[src/hgs_pkg.sv]
package hgs_pkg;

    // Site store geometry
    localparam int SITE_W    = 10;
    localparam int NUM_SITES = 1 << SITE_W;
    localparam int CNT_W     = 16;

    // Probability table geometry
    localparam int PROB_AW   = 10;
    localparam int PROB_W    = 17;
    localparam int PROB_SIZE = 1 << PROB_AW;

    // Shared multiplier geometry
    localparam int MUL_W     = 18;
    localparam int PROD_W    = 2 * MUL_W;

    // Item operation codes
    localparam logic [2:0] MODE_ADD         = 3'd0;
    localparam logic [2:0] MODE_REMOVE      = 3'd1;
    localparam logic [2:0] MODE_FLIP        = 3'd2;
    localparam logic [2:0] MODE_SAMPLE_REF  = 3'd3;
    localparam logic [2:0] MODE_SAMPLE_PLAIN = 3'd4;
    localparam logic [2:0] MODE_QUERY       = 3'd5;

    // Read gate codes
    localparam logic [1:0] RM_UNFLIPPED = 2'd0;
    localparam logic [1:0] RM_FLIPPED   = 2'd1;
    localparam logic [1:0] RM_ALL       = 2'd2;
    localparam logic [1:0] RM_RSVD      = 2'd3;

    // Configuration register indexes
    localparam logic [2:0] CFG_READ_MODE  = 3'd0;
    localparam logic [2:0] CFG_SMOOTH_MU  = 3'd1;
    localparam logic [2:0] CFG_SEQ_RIGHT  = 3'd2;
    localparam logic [2:0] CFG_SEQ_ERROR  = 3'd3;
    localparam logic [2:0] CFG_EMIT_RIGHT = 3'd4;
    localparam logic [2:0] CFG_EMIT_ERROR = 3'd5;

    // One site entry of the count store
    typedef struct packed {
        logic             hap;
        logic [CNT_W-1:0] c1;
        logic [CNT_W-1:0] c0;
    } site_entry_t;

    // Write port of the count store
    typedef struct packed {
        logic              en;
        logic [SITE_W-1:0] addr;
        site_entry_t       data;
    } mem_wr_t;

    typedef logic [PROB_W-1:0] prob_tab_t [PROB_SIZE];

    localparam logic [63:0] ONE_Q62 = 64'h4000_0000_0000_0000;

    // Unsigned 64-bit quotient by restoring long division
    function automatic logic [63:0] div_u64(input logic [63:0] num, input logic [63:0] den);
        logic [64:0] rem;
        logic [63:0] quo;
        rem = '0;
        quo = '0;
        for (int i = 63; i >= 0; i--)
        begin
            rem = {rem[63:0], num[i]};
            if (rem >= {1'b0, den})
            begin
                rem    = rem - {1'b0, den};
                quo[i] = 1'b1;
            end
        end
        return quo;
    endfunction

    // Build round(65536*sigmoid(k/32)) for k in [-512,511], exact integer math
    function automatic prob_tab_t build_prob_tab();
        logic [63:0]  term;
        logic [63:0]  a;
        logic [63:0]  p;
        logic [127:0] wide;
        logic [64:0]  r;
        logic [64:0]  d;
        logic [17:0]  quo;
        logic [17:0]  e;
        prob_tab_t    tab;
        term = ONE_Q62;
        a    = ONE_Q62;
        p    = ONE_Q62;
        // exp(-1/32) as a truncated series
        for (int n = 1; n <= 16; n++) begin
            term = div_u64(term >> 5, 64'(n));
            if ((n & 1) == 1) begin
                a = a - term;
            end
            else begin
                a = a + term;
            end
        end
        for (int k = 0; k <= 512; k++) begin
            d   = {1'b0, ONE_Q62} + {1'b0, p};
            r   = {1'b0, ONE_Q62};
            quo = '0;
            for (int i = 0; i < 17; i++) begin
                r   = r << 1;
                quo = quo << 1;
                if (r >= d) begin
                    r      = r - d;
                    quo[0] = 1'b1;
                end
            end
            e = (quo + 18'd1) >> 1;
            if (k <= 511) begin
                tab[512 + k] = e[PROB_W-1:0];
            end
            if (k >= 1) begin
                tab[512 - k] = PROB_W'(18'd65536 - e);
            end
            wide = p * a;
            p    = wide[125:62];
        end
        return tab;
    endfunction

endpackage

[src/hgs_mul_unit.sv]
module hgs_mul_unit
    import hgs_pkg::*;
(
    input  logic                     clk,
    input  logic                     en,
    input  logic signed [MUL_W-1:0]  op_a,
    input  logic signed [MUL_W-1:0]  op_b,
    output logic signed [PROD_W-1:0] prod
);

    logic signed [PROD_W-1:0] prod_reg;

    // Multiply and register the product
    always_ff @(posedge clk)
    begin
        if (en)
        begin
            prod_reg <= op_a * op_b;
        end
    end

    assign prod = prod_reg;

endmodule

[config.mk]
export PLATFORM = sky130hd
export DESIGN_NAME = hgs_mul_unit
export DESIGN_NICKNAME = d
export VERILOG_FILES = /design/src/hgs_pkg.sv /design/src/hgs_mul_unit.sv
export SDC_FILE = /design/constraint.sdc
export NUM_CORES = 1
export LEC_CHECK = 0
export BUFFER_PORTS_ARGS = -buffer_cell sky130_fd_sc_hd__clkbuf_2
export CAP_MARGIN = 10
export CORE_MARGIN = 5
export CORE_UTILIZATION = 35
export DETAILED_ROUTE_END_ITERATION = 10
export PLACE_DENSITY_LB_ADDON = 0.2
export SYNTH_ARGS = -nofsm -noshare
export SYNTH_HDL_FRONTEND = slang
export SYNTH_SLANG_ARGS = --single-unit
export TNS_END_PERCENT = 20
[constraint.sdc]
create_clock -name clk -period 14.7 [get_ports clk]
set_input_delay 0.735 -clock clk [delete_from_list [all_inputs] [get_ports clk]]
set_output_delay 0.735 -clock clk [all_outputs]
set_load 0.005 [all_outputs]
==> results of run 1 <==
-- synthesized netlist by cell type (2+ instances only) --
cell type,instances,area share
and4_1,2,0.0013
a21oi_2,2,0.0013
nand4_1,2,0.00094
inv_1,371,0.10
a21oi_1,20,0.0075
a211o_1,3,0.0020
nand2b_1,9,0.0042
fa_1,329,0.50
and2_1,163,0.077
xnor2_1,32,0.021
o21ai_0,15,0.0057
a211oi_1,2,0.0011
o2111ai_1,2,0.0013
nand3_1,6,0.0023
a21o_1,8,0.0045
nand2_1,157,0.044
edfxtp_1,36,0.081
o211ai_1,5,0.0028
xor2_1,2,0.0013
or2_2,2,0.00094
nor2_1,18,0.0051
a31oi_1,5,0.0024
nor3_1,5,0.0019
a21boi_0,3,0.0017
ha_1,93,0.088
o21bai_1,5,0.0028
clkbuf_1,44,0.012
nor2b_1,17,0.0080
-- final timing paths --
| path | end | start | slack, ps |
|---|---|---|---|
| setup / recovery | prod[35] | op_b[3] | 7420 |
| hold / removal | prod[0] | op_a[0] | 1060 |
-- metal layers --
layer  GRT usage  share of wire  wire (um)  vias up
met1      0.1897           0.38      12390     4701
met5           0              0          0        -
met2      0.3159           0.56      18390      186
li1            -              -          -     4080
met4     0.04547          0.032       1038        0
met3     0.02058          0.034       1115       59
-- cells by family (layout without fill, tap and decap cells) --
family | count (synthesis) | after routing | synth area share
AO/OA/AOI/OAI | 82 | 82 | 0.04355
XOR/XNOR | 34 | 34 | 0.02243
adder cells (fa/ha/maj) | 422 | 422 | 0.5838
buffers and inverters | 415 | 452 | 0.1174
flip-flops | 36 | 36 | 0.08144
multiplexers | 2 | 2 | 0.001602
AND/OR/NAND/NOR | 387 | 387 | 0.1498
-- through the flow --
stage / hold WS, ps / worst slack, ps / utilization / instance area, um^2
after global routing: 1097 / 6976 / 0.3795 / 14260
after detailed placement: 1137 / 7092 / 0.3756 / 14110
after floorplan: 847.5 / 7801 / - / 13270
after global placement: 1134 / 7121 / 0.3756 / 14110
after CTS: 1063 / 7392 / 0.3795 / 14260
final: 1055 / 7420 / 0.3795 / 14260
-- final cells by class --
class                   instances  area [um^2]  share of cell area
clock buffers                   5        125.1            0.008773
clock inverters                 3        23.77            0.001667
inverters                     371         1393             0.09764
multi-input cells             927        10640              0.7457
flip-flops and latches         36         1081             0.07580
well taps                     511        639.4             0.04483
repair buffers                 73        365.4             0.02562
==> flow_summary_export.csv, run 1 <==
group,metric,value,unit
sta,period_share,0.4952,
placed_design,port_buffers,73,
route,first_pass_iters,5,
clocking,clockBufferDepth,2,
cells_and_area,fill_cells,3850,
sta,hold_viol,0,
grt,grt_first_pass_wirelength,53.36,mm
clocking,cts_tree,"built",
sta,setup_viol,0,
yosys,netlist-cell-type-count,48,
critical_path,slowest_delay,870,ps
critical_path,worstSetupEndpointType,"flop",
floorplanning,placementRows,71,
cells_and_area,nets,1874,
worst_hold_path,whs_path_depth,2,
worst_hold_path,hold_class,"in2reg",
cells_and_area,area_growth,7.446,%
placed_design,place_inst,1918,
yosys,async_flop_share,0,
grt,grtUsageTotal,0.1638,
yosys,ys_warn_count,0,
route,drcViolationCount,0,
yosys,synth_edf_count,36,
yosys,syn_nets,1838,
critical_path,required,14740,ps
route,ant_nets,0,
critical_path,crit_cells,20,
cells_and_area,mostFrequentLayoutCells,"371 x inv_1, 329 x fa_1, 163 x and2_1",
critical_path,cp_slowest_cell,"fa_1",
grt,grt_pass1_vias,10162,
sta,rsz0062_at_grt,"false",
cells_and_area,layout-drive-gt1-share,0.06572,
clocking,clock_sinks,36,
yosys,avgSynthCellArea,9.633,um^2
job,cap_violations,0,
placed_design,dpl.hpwl,27.75,mm
critical_path,cp.arrival,7320,ps
critical_path,crit_top_cell,"fa_1",
clocking,cts.clk_slew.worst_paths,60,ps
critical_path,path_class,"in2reg",
yosys,synthesis.area,13270,um^2
clocking,ctsHoldBuffers,0,
floorplanning,pin_count,74,
floorplanning,die_x,204.7,um
route,wl,32.94,mm
yosys,ys.flop_type,"edfxtp_1",
critical_path,path_buf_inv,4,
critical_path,crit_path_max_fanout,18,
route,routedWlPerCell,17.10,um
sta,relSlewSlack,0.3671,
cells_and_area,fin_cells,1926,
route,dr.first_iter.drc_count,332,
critical_path,crit_family,"adder cells",
route,viasPerCell,4.686,
placed_design,gp_congestion,0.8340,
cells_and_area,largest_register_ffs,36,
clocking,htree_num_levels,2,
grt,grt_max_degree,37,
clocking,cts_made_buffers,5,
floorplanning,dieArea,41920,um^2
yosys,yosysSeqAreaShare,0.08144,
sta,maxSlewViolCount,0,
clocking,post_cts_buffers,0,
sta,period_minus_slack,7280,ps
route,vias,9026,
floorplanning,coreArea,37580,um^2
clocking,cts_resized,0,
floorplanning,chipHeight,204.7,um
yosys,ys_seq_elements,36,
cells_and_area,diodes,0,
sta,worst_slew_pin_slew,949.4,ps
clocking,cts_root_buf,"clkbuf_16",
floorplanning,initial_core_util,0.3532,
critical_path,cp-start-kind,"primary input",
grt,overflow,0,
sta,fin_setup_tns,0,ps
sta,clock.fmax,0.1374,GHz
status,status,"finished, final reports clean",
yosys,syn_inst,1378,
grt,antenna_found_initial,0,
critical_path,crit_chain,"clkbuf_2 > nand2_1 > fa_1 > inv_1 > fa_1 > fa_1 > fa_1 > fa_1 > inv_1 > fa_1 > inv_1 > ha_1 > and3_1 > and4_1 > o211ai_1 > o211ai_1 > o41ai_1 > o2111ai_1 > a21oi_1 > xnor2_1",
cells_and_area,final_common_cell,"inv_1",
Power of run 1 is not shown: default switching activity piles up to over one toggle a cycle in this logic, so the estimate is an artifact.
==> run 2, diff against run 1 <==
ABC_AREA = 1   (was unset)
clock period = 7.1 ns   (was 14.7 ns; I/O delays follow)
==> run 2 against run 1 <==
  * Design area grew 6.7%
  * Worst hold slack lost 350 ps
  * Routed wire length is 13% higher
  * Final cell count grew 23%
  * Sequential share of layout area fell by 0.47 points
  * Synthesized area up 7.4%
  * Via count is 18% higher
  * Global-route usage rose by 1.4 points
  * Sequential cell count is the same
  * Critical path depth rose by 3
  * Setup slack lost 6300 ps
  * Core utilization down 0.44 points
  * Highest routed layer unchanged
==> flow_summary_export.csv, run 2 <==
group,metric,value,unit
status,status,"finished, final reports clean",
yosys,yosys.area.top_type_share,0.4620,
yosys,syn_inst,1826,
yosys,synthesis.area,14260,um^2
route,ant_nets,0,
route,routedWlPerCell,15.69,um
clocking,cts_resized,0,
yosys,synthSimpleGateAreaFrac,0.1768,
grt,antenna_found_initial,0,
critical_path,cp-start-kind,"primary input",
cells_and_area,fill_cells,4311,
floorplanning,placementRows,74,
critical_path,worstSetupEndpointType,"flop",
grt,grtUsageMet2,0.3500,
cells_and_area,layout-drive-gt1-share,0.05806,
yosys,netlist-cell-type-count,26,
yosys,ys.flop_type,"edfxtp_1",
clocking,cts_root_buf,"clkbuf_16",
grt,grt_first_pass_wirelength,62.51,mm
route,dr.first_iter.drc_count,614,
sta,rsz0062_at_grt,"false",
yosys,synth_compound_area_frac,0.01457,
route,wl,37.27,mm
grt,grtUsageTotal,0.1779,
cells_and_area,regArea,1081,um^2
worst_hold_path,whs_path_depth,3,
cells_and_area,nets,2302,
sta,fin_hold_ws,704.7,ps
clocking,cts_made_buffers,5,
yosys,ys_warn_count,0,
yosys,avgSynthCellArea,7.808,um^2
critical_path,crit_start,"op_a[17]",
sta,fin_setup_tns,0,ps
cells_and_area,final_common_cell,"inv_1",
clocking,ctsHoldBuffers,0,
route,drcViolationCount,0,
clocking,post_cts_buffers,0,
worst_hold_path,hold_class,"in2reg",
yosys,synth_area_leaders,"fa_1 46%, inv_1 16%, nand2_1 13%, ha_1 8.2%, edfxtp_1 7.6%",
sta,period_minus_slack,6013,ps
yosys,syn_nets,2286,
yosys,synth_top_cell_by_area,"fa_1",
clocking,htree_num_levels,2,
yosys,yosys.area_share.xor_xnor,0.01044,
grt,grt_pass1_vias,12003,
cells_and_area,area_growth,6.714,%
cells_and_area,multiInputGateArea,10630,um^2
critical_path,cp.arrival,6050,ps
yosys,yosysMostFrequentCell,"inv_1",
floorplanning,initial_core_util,0.3516,
grt,overflow,0,
cells_and_area,diodes,0,
cells_and_area,mostFrequentLayoutCells,"605 x inv_1, 503 x nand2_1, 329 x fa_1",
yosys,synthTopCellsByCount,"605 x inv_1, 503 x nand2_1, 329 x fa_1",
critical_path,required,7140,ps
route,vias,10671,
sta,relSlewSlack,0.3562,
sta,maxSlewViolCount,0,
placed_design,gp_congestion,0.9030,
critical_path,crit_path_max_fanout,18,
worst_hold_path,min_from,"op_a[0]",
yosys,ys_seq_elements,36,
floorplanning,pin_count,74,
placed_design,port_buffers,73,
yosys,yosysSeqAreaShare,0.07582,
floorplanning,chipHeight,211.8,um
clocking,clockBufferDepth,2,
sta,setup_viol,0,
sta,worst_slew_pin_slew,965.8,ps
yosys,synth_fa_ha_area_frac,0.5436,
yosys,synthMuxAreaShare,0,
yosys,async_flop_share,0,
floorplanning,dieArea,44870,um^2
job,cap_violations,0,
sta,period_share,0.8469,
floorplanning,die_x,211.8,um
critical_path,path_class,"in2reg",
grt,gr-usage-met1,0.2023,
sta,hold_viol,0,
sta,clock.fmax,0.1663,GHz
grt,grt_max_degree,37,
grt,use_met3,0.01660,
clocking,clock_sinks,36,
route,first_pass_iters,5,
clocking,cts_tree,"built",
route,viasPerCell,4.493,
yosys,synth_edf_count,36,
worst_hold_path,holdPathEnd,"prod[0]",
clocking,cts.clk_slew.worst_paths,60,ps
yosys,synth_top_family_by_area,"adder cells",
placed_design,dpl.hpwl,32.26,mm
grt,busiest_layer,"met2",
cells_and_area,largest_register_ffs,36,
floorplanning,coreArea,40550,um^2
==> run 2: worst max path at each step <==
stage / to / slack [ps] / cells past startpoint
floorplan: prod[33] / 1360 / 21
global placement: prod[25] / 890 / 23
detailed placement: prod[25] / 840 / 23
CTS: prod[25] / 1130 / 23
global route: prod[27] / 730 / 23
finish: prod[25] / 1090 / 23
==> run 2: cell type report <==
class	instances	share of cell area
timing repair buffer	80	0.02747
clock inverter	2	0.0007401
sequential	36	0.07105
tap	532	0.04375
clock buffer	6	0.008470
inverter	608	0.1500
multi-input combinational	1111	0.6985
==> run 2: through the flow <==
| stage | instances | instance area (um^2) | setup slack (ps) | utilization |
|---|---|---|---|---|
| finish | 2375 | 15210 | 1087 | 0.3752 |
| global route | 2375 | 15210 | 728.7 | 0.3752 |
| CTS | 2375 | 15210 | 1128 | 0.3752 |
| detailed placement | 2367 | 15070 | 837.5 | 0.3717 |
| global placement | 2367 | 15070 | 891.2 | 0.3717 |
| floorplan | 1826 | 14260 | 1362 | - |
==> run 2: cells by family after synthesis <==
logic type	Yosys count
compound gates	38
flops	36
simple gates	634
buf+inv	679
xor+xnor	17
fa+ha+maj	422
==> run 2: layer usage <==
layer / part of all wire / up-vias
li1: - / 5069
met1: 0.38 / 5350
met2: 0.55 / 193
met3: 0.035 / 59
met4: 0.036 / 0
met5: 0 / -
==> run 2: critical path, cell delays in order <==
cell and delay (ps):
clkbuf_2 250, nand2_1 180, inv_1 90, fa_1 520
inv_1 120, fa_1 520, inv_1 60, ha_1 500
inv_1 260, fa_1 530, inv_1 50, fa_1 520
inv_1 50, fa_1 470, inv_1 40, ha_1 430
nand2_2 110, nor2_2 140, inv_1 60, nor2_1 310
o21ai_0 260, nand4_1 130, nand2_1 70
Power of run 2 is left out for the same reason.
